$ cat src/design/ssort_pkg.sv
`timescale 1ns / 1ps
// ----------------------------------------------------------------------------
// ssort_pkg: shared types and constants of the signed array sorter
// Holds the set size, data and count widths, the cell link and command
// structs, and the controller state type.
// ----------------------------------------------------------------------------
package ssort_pkg;

  localparam int SIZE   = 16;
  localparam int DATA_W = 32;
  localparam int CNT_W  = $clog2(SIZE + 1);

  // What one cell shows its neighbors
  typedef struct packed {
    logic signed [DATA_W-1:0] held;  // stored element
    logic                     occ;   // cell holds an element
    logic                     gt;    // new element belongs at or before this cell
  } ssort_link_t;

  // Per-cycle command broadcast to every cell
  typedef struct packed {
    logic ins;        // insert the broadcast element
    logic shift_out;  // move every element one cell toward the head
  } ssort_cmd_t;

  typedef enum logic {
    ST_LOAD,
    ST_DRAIN
  } ssort_state_t;

endpackage

$ cat src/design/ssort_cell.sv
`timescale 1ns / 1ps
// ----------------------------------------------------------------------------
// ssort_cell: one insertion cell of the sorting chain
// Keeps one element; on insert it keeps, takes its left neighbor's element
// or the new element; on drain it takes its right neighbor's element.
// ----------------------------------------------------------------------------
module ssort_cell (
  input  logic                                  clk,
  input  logic                                  rst_n,
  input  ssort_pkg::ssort_cmd_t                 cmd,
  input  logic signed [ssort_pkg::DATA_W-1:0]   din,
  input  ssort_pkg::ssort_link_t                left,
  input  ssort_pkg::ssort_link_t                right,
  output ssort_pkg::ssort_link_t                link
);
  import ssort_pkg::*;

  logic signed [DATA_W-1:0] held_r, held_nxt;
  logic                     occ_r, occ_nxt;
  logic                     gt;

  // Flag cells whose element is larger than the new one, or that are empty
  assign gt = !occ_r || (din < held_r);

  // Pick the next element: drain shifts left, insert shifts right
  always_comb begin
    held_nxt = held_r;
    occ_nxt  = occ_r;
    if (cmd.shift_out) begin
      held_nxt = right.held;
      occ_nxt  = right.occ;
    end else if (cmd.ins && gt) begin
      held_nxt = left.gt ? left.held : din;
      occ_nxt  = left.occ;
    end
  end

  always_ff @(posedge clk) begin
    if (!rst_n) begin
      occ_r <= 1'b0;
    end else begin
      occ_r <= occ_nxt;
    end
  end

  always_ff @(posedge clk) begin
    held_r <= held_nxt;
  end

  assign link.held = held_r;
  assign link.occ  = occ_r;
  assign link.gt   = gt;

endmodule

$ cat src/design/ssort_chain.sv
`timescale 1ns / 1ps
// ----------------------------------------------------------------------------
// ssort_chain: row of insertion cells kept in ascending order
// Cell 0 holds the smallest element and feeds the output on drain.
// ----------------------------------------------------------------------------
module ssort_chain (
  input  logic                                  clk,
  input  logic                                  rst_n,
  input  ssort_pkg::ssort_cmd_t                 cmd,
  input  logic signed [ssort_pkg::DATA_W-1:0]   din,
  output ssort_pkg::ssort_link_t                head
);
  import ssort_pkg::*;

  ssort_link_t links [SIZE];
  ssort_link_t left_edge, right_edge;

  // Left edge counts as occupied and smaller; right edge as empty
  assign left_edge  = '{held: '0, occ: 1'b1, gt: 1'b0};
  assign right_edge = '{held: '0, occ: 1'b0, gt: 1'b0};

  for (genvar i = 0; i < SIZE; i++) begin : g_cell
    ssort_link_t lft, rgt;

    if (i == 0) begin : g_first
      assign lft = left_edge;
    end else begin : g_mid_l
      assign lft = links[i-1];
    end

    if (i == SIZE - 1) begin : g_last
      assign rgt = right_edge;
    end else begin : g_mid_r
      assign rgt = links[i+1];
    end

    ssort_cell u_cell (
      .clk   (clk),
      .rst_n (rst_n),
      .cmd   (cmd),
      .din   (din),
      .left  (lft),
      .right (rgt),
      .link  (links[i])
    );
  end

  assign head = links[0];

endmodule

$ cat src/design/signed_array_sorter_core.sv
`timescale 1ns / 1ps
// ----------------------------------------------------------------------------
// signed_array_sorter_core: sorts a set of signed 32-bit elements
// Collects a set into a chain of insertion cells, then streams it out in
// ascending order with last and overflow flags.
//
//   channel | ports                                        | direction
//   in      | in_valid, in_ready, in_value, in_last        | request in
//   out     | out_valid, out_ready, out_sorted_value,      | request out
//           | out_last_out, out_overflow                   |
//
// Each element is inserted into the cell chain in place as it is accepted,
// and each result leaves from the chain head into the output register while
// that register is empty or its result is being taken.
// The input is held off while a set drains; the next set is taken once the
// final result sits in the output register.
// Reset (rst_n low, synchronous) empties the chain and clears count, overflow and out_valid.
// ----------------------------------------------------------------------------
module signed_array_sorter_core (
  input  logic                                  clk,
  input  logic                                  rst_n,
  input  logic                                  in_valid,
  output logic                                  in_ready,
  input  logic signed [ssort_pkg::DATA_W-1:0]   in_value,
  input  logic                                  in_last,
  output logic                                  out_valid,
  input  logic                                  out_ready,
  output logic signed [ssort_pkg::DATA_W-1:0]   out_sorted_value,
  output logic                                  out_last_out,
  output logic                                  out_overflow
);
  import ssort_pkg::*;

  ssort_state_t             state_r, state_nxt;
  logic [CNT_W-1:0]         count_r, count_nxt;
  logic                     ovf_r, ovf_nxt;
  logic                     out_valid_r, out_valid_nxt;
  logic signed [DATA_W-1:0] out_value_r;
  logic                     out_last_r, out_ovf_r;

  logic                     in_acc;
  logic                     full;
  logic                     out_load;
  logic                     final_one;
  ssort_cmd_t               cmd;
  ssort_link_t              head;

  assign full      = (count_r == CNT_W'(SIZE));
  assign final_one = (count_r == CNT_W'(1));
  assign in_acc    = in_valid && in_ready;

  // Drive handshake and chain commands from the state
  always_comb begin
    in_ready      = 1'b0;
    out_load      = 1'b0;
    unique case (state_r)
      ST_LOAD:  in_ready = 1'b1;
      ST_DRAIN: out_load = !out_valid_r || out_ready;
      default: ;
    endcase
    cmd.ins       = in_acc && !full;
    cmd.shift_out = out_load;
  end

  // Advance between collecting and draining
  always_comb begin
    state_nxt = state_r;
    unique case (state_r)
      ST_LOAD:  if (in_acc && in_last) state_nxt = ST_DRAIN;
      ST_DRAIN: if (out_load && final_one) state_nxt = ST_LOAD;
      default:  state_nxt = ST_LOAD;
    endcase
  end

  // Track held elements and dropped ones
  always_comb begin
    count_nxt = count_r;
    if (cmd.ins) begin
      count_nxt = count_r + CNT_W'(1);
    end else if (out_load) begin
      count_nxt = count_r - CNT_W'(1);
    end
    ovf_nxt = ovf_r;
    if (in_acc && full) begin
      ovf_nxt = 1'b1;
    end else if (out_load && final_one) begin
      ovf_nxt = 1'b0;
    end
    out_valid_nxt = out_load ? 1'b1 : (out_ready ? 1'b0 : out_valid_r);
  end

  always_ff @(posedge clk) begin
    if (!rst_n) begin
      state_r     <= ST_LOAD;
      count_r     <= '0;
      ovf_r       <= 1'b0;
      out_valid_r <= 1'b0;
    end else begin
      state_r     <= state_nxt;
      count_r     <= count_nxt;
      ovf_r       <= ovf_nxt;
      out_valid_r <= out_valid_nxt;
    end
  end

  // Hold the result from the chain head until taken
  always_ff @(posedge clk) begin
    if (out_load) begin
      out_value_r <= head.held;
      out_last_r  <= final_one;
      out_ovf_r   <= ovf_r;
    end
  end

  ssort_chain u_chain (
    .clk   (clk),
    .rst_n (rst_n),
    .cmd   (cmd),
    .din   (in_value),
    .head  (head)
  );

  assign out_valid        = out_valid_r;
  assign out_sorted_value = out_value_r;
  assign out_last_out     = out_last_r;
  assign out_overflow     = out_ovf_r;

`ifndef SYNTHESIS
  a_count_bound: assert property (@(posedge clk) disable iff (!rst_n)
    count_r <= CNT_W'(SIZE))
    else $error("element count above set size");

  a_drain_nonempty: assert property (@(posedge clk) disable iff (!rst_n)
    state_r == ST_DRAIN |-> count_r != '0)
    else $error("draining with no held element");

  a_head_matches_count: assert property (@(posedge clk) disable iff (!rst_n)
    head.occ == (count_r != '0))
    else $error("chain head occupancy disagrees with count");

  a_drain_ends_empty: assert property (@(posedge clk) disable iff (!rst_n)
    state_r == ST_DRAIN && out_load && final_one
      |=> state_r == ST_LOAD && count_r == '0 && !ovf_r && out_last_out)
    else $error("set did not close cleanly");
`endif

endmodule
$ cat config.mk
export PLATFORM = sky130hd
export DESIGN_NAME = signed_array_sorter_core
export DESIGN_NICKNAME = d
export VERILOG_FILES = /design/src/design/ssort_pkg.sv /design/src/design/ssort_cell.sv /design/src/design/ssort_chain.sv /design/src/design/signed_array_sorter_core.sv
export SDC_FILE = /design/constraint.sdc
export NUM_CORES = 2
export LEC_CHECK = 0
export BUFFER_PORTS_ARGS = -buffer_cell sky130_fd_sc_hd__buf_2
export CAP_MARGIN = 40
export CORE_ASPECT_RATIO = 1.75
export CORE_MARGIN = 1.5
export CORE_UTILIZATION = 65
export CTS_CLUSTER_SIZE = 16
export DETAILED_ROUTE_END_ITERATION = 6
export GPL_TIMING_DRIVEN = 0
export MAX_ROUTING_LAYER = met4
export PLACE_DENSITY = 0.78
export SLEW_MARGIN = 20
export SYNTH_ARGS = -nofsm -noshare
export SYNTH_HDL_FRONTEND = slang
export SYNTH_SLANG_ARGS = --single-unit
$ cat constraint.sdc
create_clock -name clk -period 8.6 [get_ports clk]
set_input_delay 1.72 -clock clk [delete_from_list [all_inputs] [get_ports clk]]
set_output_delay 1.72 -clock clk [all_outputs]
set_load 0.03 [all_outputs]
# Word level (Yosys, flattened, before mapping)
# Cells that the tools add are included.
[totals] out_inout_bits=36 reg_bits=570 elab_cells=222
[classes] addsub=2 mux=86 reduce_logical=75 bitwise_logic=2 eq_ne=2 order_cmp=16
[ops] operator="2-to-1 mux 32 bit" count=45
[ops] operator="less-than comparator 32 bit" count=16
[ops] operator="2-to-1 mux 1 bit" count=38
[ops] operator="nonzero test 2 bit" count=18
[ops] operator="logical AND 1 bit" count=21
[ops] operator="zero test 1 bit" count=18
[ops] operator="logical OR 1 bit" count=17
[ops] operator="2-to-1 mux 5 bit" count=2
[ops] operator="adder 5 x 1 -> 5 bit, second input constant" count=1
[ops] operator="equality test 5 x 1 -> 1 bit, second input constant" count=1
[ops] operator="equality test 5 bit, second input constant" count=1
[ops] operator="subtractor 5 x 1 -> 5 bit, second input constant" count=1
[ops] operator="inverter 1 bit" count=2
[ops] operator="one-hot mux 1 bit (2 select lines)" count=1
[ops] operator="OR reduction 2 bit" count=1

# Longest topological paths before layout
[depth] depth_word=6 ltp_mapped=13 mapped_depth_nobuf=10

# Cells and area by module
# A second synthesis with hierarchy kept.
[hier_totals] cells_unflattened=4426 hier_area_um2=42540.8
[modules_own_cells] module="ssort_cell" area_per_inst_um2=2563.7 n_inst=16 cells_per_inst=271 seq_area_each_um2=980.9
[modules_own_cells] module="signed_array_sorter_core" area_per_inst_um2=1514.0 n_inst=1 cells_per_inst=88 seq_area_each_um2=1181.1
[modules_own_cells] module="ssort_chain" area_per_inst_um2=7.5 n_inst=1 cells_per_inst=2 seq_area_each_um2=0.0

# Worst setup path after synthesis
# No wires, ideal clock.
[synth_path] path_kind="input to register" from="in in_value[28] (netlist name)" to="reg u_chain.g_cell[7].u_cell.held_r[0] (enable)" stages=10 path_slack_ps=2025 required_time_ps=8134 arrival_time_ps=6109 path_cell_list="ha_1 nand3_1 or3_1 or4_4 nor3_2 o41ai_1 a21oi_2 nor3_4 buf_2 o21ai_0"
[synth_between] elab_chain_cells=4
[synth_lines] element="start: declaration" line_no="signed_array_sorter_core.sv:24" source="input logic signed [ssort_pkg::DATA_W-1:0] in_value,"
[synth_lines] element="less-than comparator 32 bit" line_no="ssort_cell.sv:23" source="assign gt = !occ_r || (din < held_r);"
[synth_lines] element="logical OR 1 bit" line_no="ssort_cell.sv:23"
[synth_lines] element="logical AND 1 bit" line_no="ssort_cell.sv:32" source="end else if (cmd.ins && gt) begin"
[synth_lines] element="nonzero test 2 bit (no line)"
[synth_lines] element="end signal: assignment" line_no="ssort_cell.sv:47" source="held_r <= held_nxt;"
[synth_lines] element="end: declaration" line_no="ssort_cell.sv:18" source="logic signed [DATA_W-1:0] held_r, held_nxt;"
# Every way passes these cells.
# A chain may end at the register's enable or synchronous reset.

# Worst setup path after layout
[layout_path] from="in in_value[0] (netlist name)" to="reg u_chain.g_cell[2].u_cell.held_r[5] (enable)"
[layout_between] elab_chain_cells=4
[layout_lines] element="less-than comparator 32 bit" line_no="ssort_cell.sv:23"
[layout_lines] element="logical OR 1 bit" line_no="ssort_cell.sv:23"
[layout_lines] element="logical AND 1 bit" line_no="ssort_cell.sv:32"
[layout_lines] element="nonzero test 2 bit (no line)"
[layout_lines] element="end signal: assignment" line_no="ssort_cell.sv:47"
[layout_lines] element="end: declaration" line_no="ssort_cell.sv:18"
# Every way passes these cells.

==> impl_metrics.env <==
export IMPL_cell_types_occupying_the_most_area_after_synthesis="edfxtp_1, ha_1, inv_1"
export IMPL_top_level_ports=73
export IMPL_postSynthAreaPerCell_sq_um=10.0
export IMPL_setup_repair_after_global_routing_missed_its_margin="no"
export IMPL_detailedRoute_firstPassIterationCount=6
export IMPL_grt_max_degree=33
export IMPL_final_max_slew_viol_count=0
export IMPL_post_route_cells_drive_above_1_share_pct=6.02
export IMPL_post_cts_buffers=0
export IMPL_mostFrequentLayoutCell="inv_1"
export IMPL_h_tree_levels=2
export IMPL_final_setup_tns_ns=0
export IMPL_cts_tree="yes"
export IMPL_dpl_worst_slack_ns=1.91
export IMPL_critical_path_buf_inv_count=5
export IMPL_netlist_top_cell_by_area="edfxtp_1"
export IMPL_synth_largest_type_area_fraction_pct=38.4
export IMPL_cts_repair_resized=0
export IMPL_path_class="in -> reg"
export IMPL_clk_transition_reported_paths_ns=0.07
export IMPL_fin_hold_ws_ns=0.445
export IMPL_cts_buffers_inserted=53
export IMPL_critPathMaxStageDelay_ns=0.79
export IMPL_grt_overflow_total=0
export IMPL_routed_top_layer="met4"
export IMPL_critical_path_startpoint_type="input pin"
export IMPL_fp_dieArea_sq_mm=0.0633
export IMPL_most_common_layout_cells="inv_1, edfxtp_1, ha_1"
export IMPL_yosys_register_bits=570
export IMPL_wl_um=145000
export IMPL_ir_worst_vdd_mv=0.185
export IMPL_endpoint_kind="flop"
export IMPL_worst_pin_slew_ns=1.03
export IMPL_start_util_pct=65.7
export IMPL_slew_headroom_pct=30.8
export IMPL_postSynthNetCount=4543
export IMPL_critical_path_required_ns=8.95
export IMPL_floorplan_die_width_um=191
export IMPL_grt_usage_pct=46.7
export IMPL_grt_pass1_wl_um=211000
export IMPL_fmax_mhz=156
export IMPL_slowest_stage="clkbuf_1"
export IMPL_synthFlopType="edfxtp_1"
export IMPL_ys_async_rst_share_pct=0
export IMPL_worst_ep_arrival_time_ns=6.77
export IMPL_port_buffer_count=72
export IMPL_cts_hold_buffers=0
export IMPL_synth_enable_flop_cells=514
export IMPL_finalNonFillerCells=5015
export IMPL_vias_per_cell=7.07
export IMPL_period_share_pct=74.7
export IMPL_dr_total_vias=35400
export IMPL_worst_path_cell_trace="buf_2, clkbuf_1, nand2b_1, a211oi_1, o21bai_1, a221oi_1, o21ai_0, a211oi_1, clkbuf_1, clkbuf_1, nand2_1, nand2_2, buf_12"
export IMPL_drt_iter0_drc=3595
export IMPL_path_max_fanout=25
export IMPL_antenna_violations_before_repair=0
export IMPL_yosysSeqAreaShare_pct=41.2
export IMPL_timing_hold_violations_final=0
export IMPL_cp_startpoint="in_value[0]"
export IMPL_finalSetupViolCount=0
export IMPL_number_of_sinks_handled_by_clock_tree_synthesis=570
export IMPL_finalNetCount=4713
export IMPL_clk_latency_ns=0.65
export IMPL_route_detailed_drc=0
export IMPL_run_status="complete, no violations"
export IMPL_die_height_um=332
export IMPL_crit_family="buffers and inverters"
export IMPL_cts_root_buf="clkbuf_16"
export IMPL_place_gp_congestion=0.999
export IMPL_ys_warnings_count=0
export IMPL_cts_root_to_sink_buffers=3
export IMPL_worstHoldPathType="reg -> reg"
export IMPL_hold_start="ovf_r"
export IMPL_p_per_area_mw_per_mm2=264
export IMPL_antenna_left=0
export IMPL_placement_rows=120
export IMPL_wl_met3_um=11000
export IMPL_floorplan_core_area_sq_mm=0.0611
export IMPL_worst_setup_skew_after_layout_ns=0.0290
export IMPL_post_place_cells=4904
export IMPL_cap_viol_max_count=0
export IMPL_timing_critical_path_mode_cell="clkbuf_1"
export IMPL_syn_instance_count=4007
export IMPL_dp_final_hpwl_um=117000
export IMPL_first_global_vias=36200
export IMPL_leakage_nw=19.0
export IMPL_r2r_start="u_chain.g_cell[2].u_cell.held_r[1]"
export IMPL_detailed_route_wirelength_on_metal2_um=69500
export IMPL_area_growth_syn_to_layout_pct=10.0
export IMPL_finalPower_w=0.0117
export IMPL_detail_route_wl_per_cell_um=28.8
export IMPL_synth_area_sq_mm=0.0402
export IMPL_drt_met1_wl_um=46900
export IMPL_layout_min_cycle_time_ns=6.42
export IMPL_finalWorstSetupSlack_ns=2.18
export IMPL_ys_types=69
## routing by layer
metal / GRT usage [%] / vias to the layer above
met5: - / -
met4: 45.5 / 0
met3: 6.69 / 767
met2: 76.4 / 2022
met1: 46.6 / 16800
li1: - / 15800
## synth_stat cells, types with 53 or more instances
cell type / number
a21o_1: 154
a21oi_1: 175
a221o_1: 132
a32oi_1: 128
clkbuf_1: 273
dfxtp_1: 56
edfxtp_1: 514
ha_1: 499
inv_1: 516
mux2i_1: 67
nand2_1: 175
nand3_1: 53
nand4_1: 144
nor2_1: 92
nor3_1: 77
o21ai_0: 213
o221ai_1: 97
o31ai_1: 125
## where the power goes
group          total (W)  switching [W]  internal [W]  leakage [nW]
Combinational    0.00451        0.00282       0.00169          12.6
Clock            0.00263        0.00116       0.00147         0.901
Sequential       0.00454       0.000503       0.00404          5.50
Total             0.0117        0.00448       0.00720          19.0
## sequential cells by signal, indices dropped and copies added, names as in the netlist
name and count:
count_r 5, out_last_out 1, u_chain.g_cell.u_cell.held_r 512, out_sorted_value 32
out_valid 1, state_r 1, u_chain.g_cell.u_cell.occ_r 16, ovf_r 1
out_overflow 1
## worst paths after layout
check	to	slack, ns	depth (start not counted)
max reg2reg	u_chain.g_cell[2].u_cell.held_r[5]	3.31	12
max	u_chain.g_cell[2].u_cell.held_r[5]	2.18	13
min	out_overflow	0.44	0
min reg2reg	out_overflow	0.44	0
## per-stage QoR
stage,util [%],cell area (sq um)
after floorplan,-,40200
after global placement,67.9,41500
after detailed placement,69.1,42200
after CTS,72.1,44100
after global routing,72.3,44200
final,72.3,44200
## worst register-to-register path, cell delays in order, from the launching register on
cell and delay (ns):
edfxtp_1 0.40, inv_1 0.13, ha_1 0.25, a211oi_1 0.33, o21bai_1 0.19, a221oi_1 0.63, o21ai_0 0.41, a211oi_1 0.52
clkbuf_1 0.79, clkbuf_1 0.67, nand2_1 0.14, nand2_2 0.26, buf_12 0.23
## layout make-up
type / instances / area [sq um]
inverter: 518 / 1940
fill: 4773 / 16900
clock buffer: 73 / 1500
buffer: 301 / 1200
multi-input combinational: 2618 / 20600
antenna: 1 / 2.50
clock inverter: 26 / 358
tap: 793 / 992
sequential: 570 / 16600
timing repair buffer: 115 / 1020
## logic make-up after synthesis
| logic type | share of synthesized area [%] |
|---|---|
| compound gates | 23.8 |
| buf+inv | 7.82 |
| simple gates | 9.85 |
| flops | 41.2 |
| fa+ha+maj | 15.5 |
| mux | 1.67 |
| xor+xnor | 0.0654 |
(Power assumes the default switching activity.)
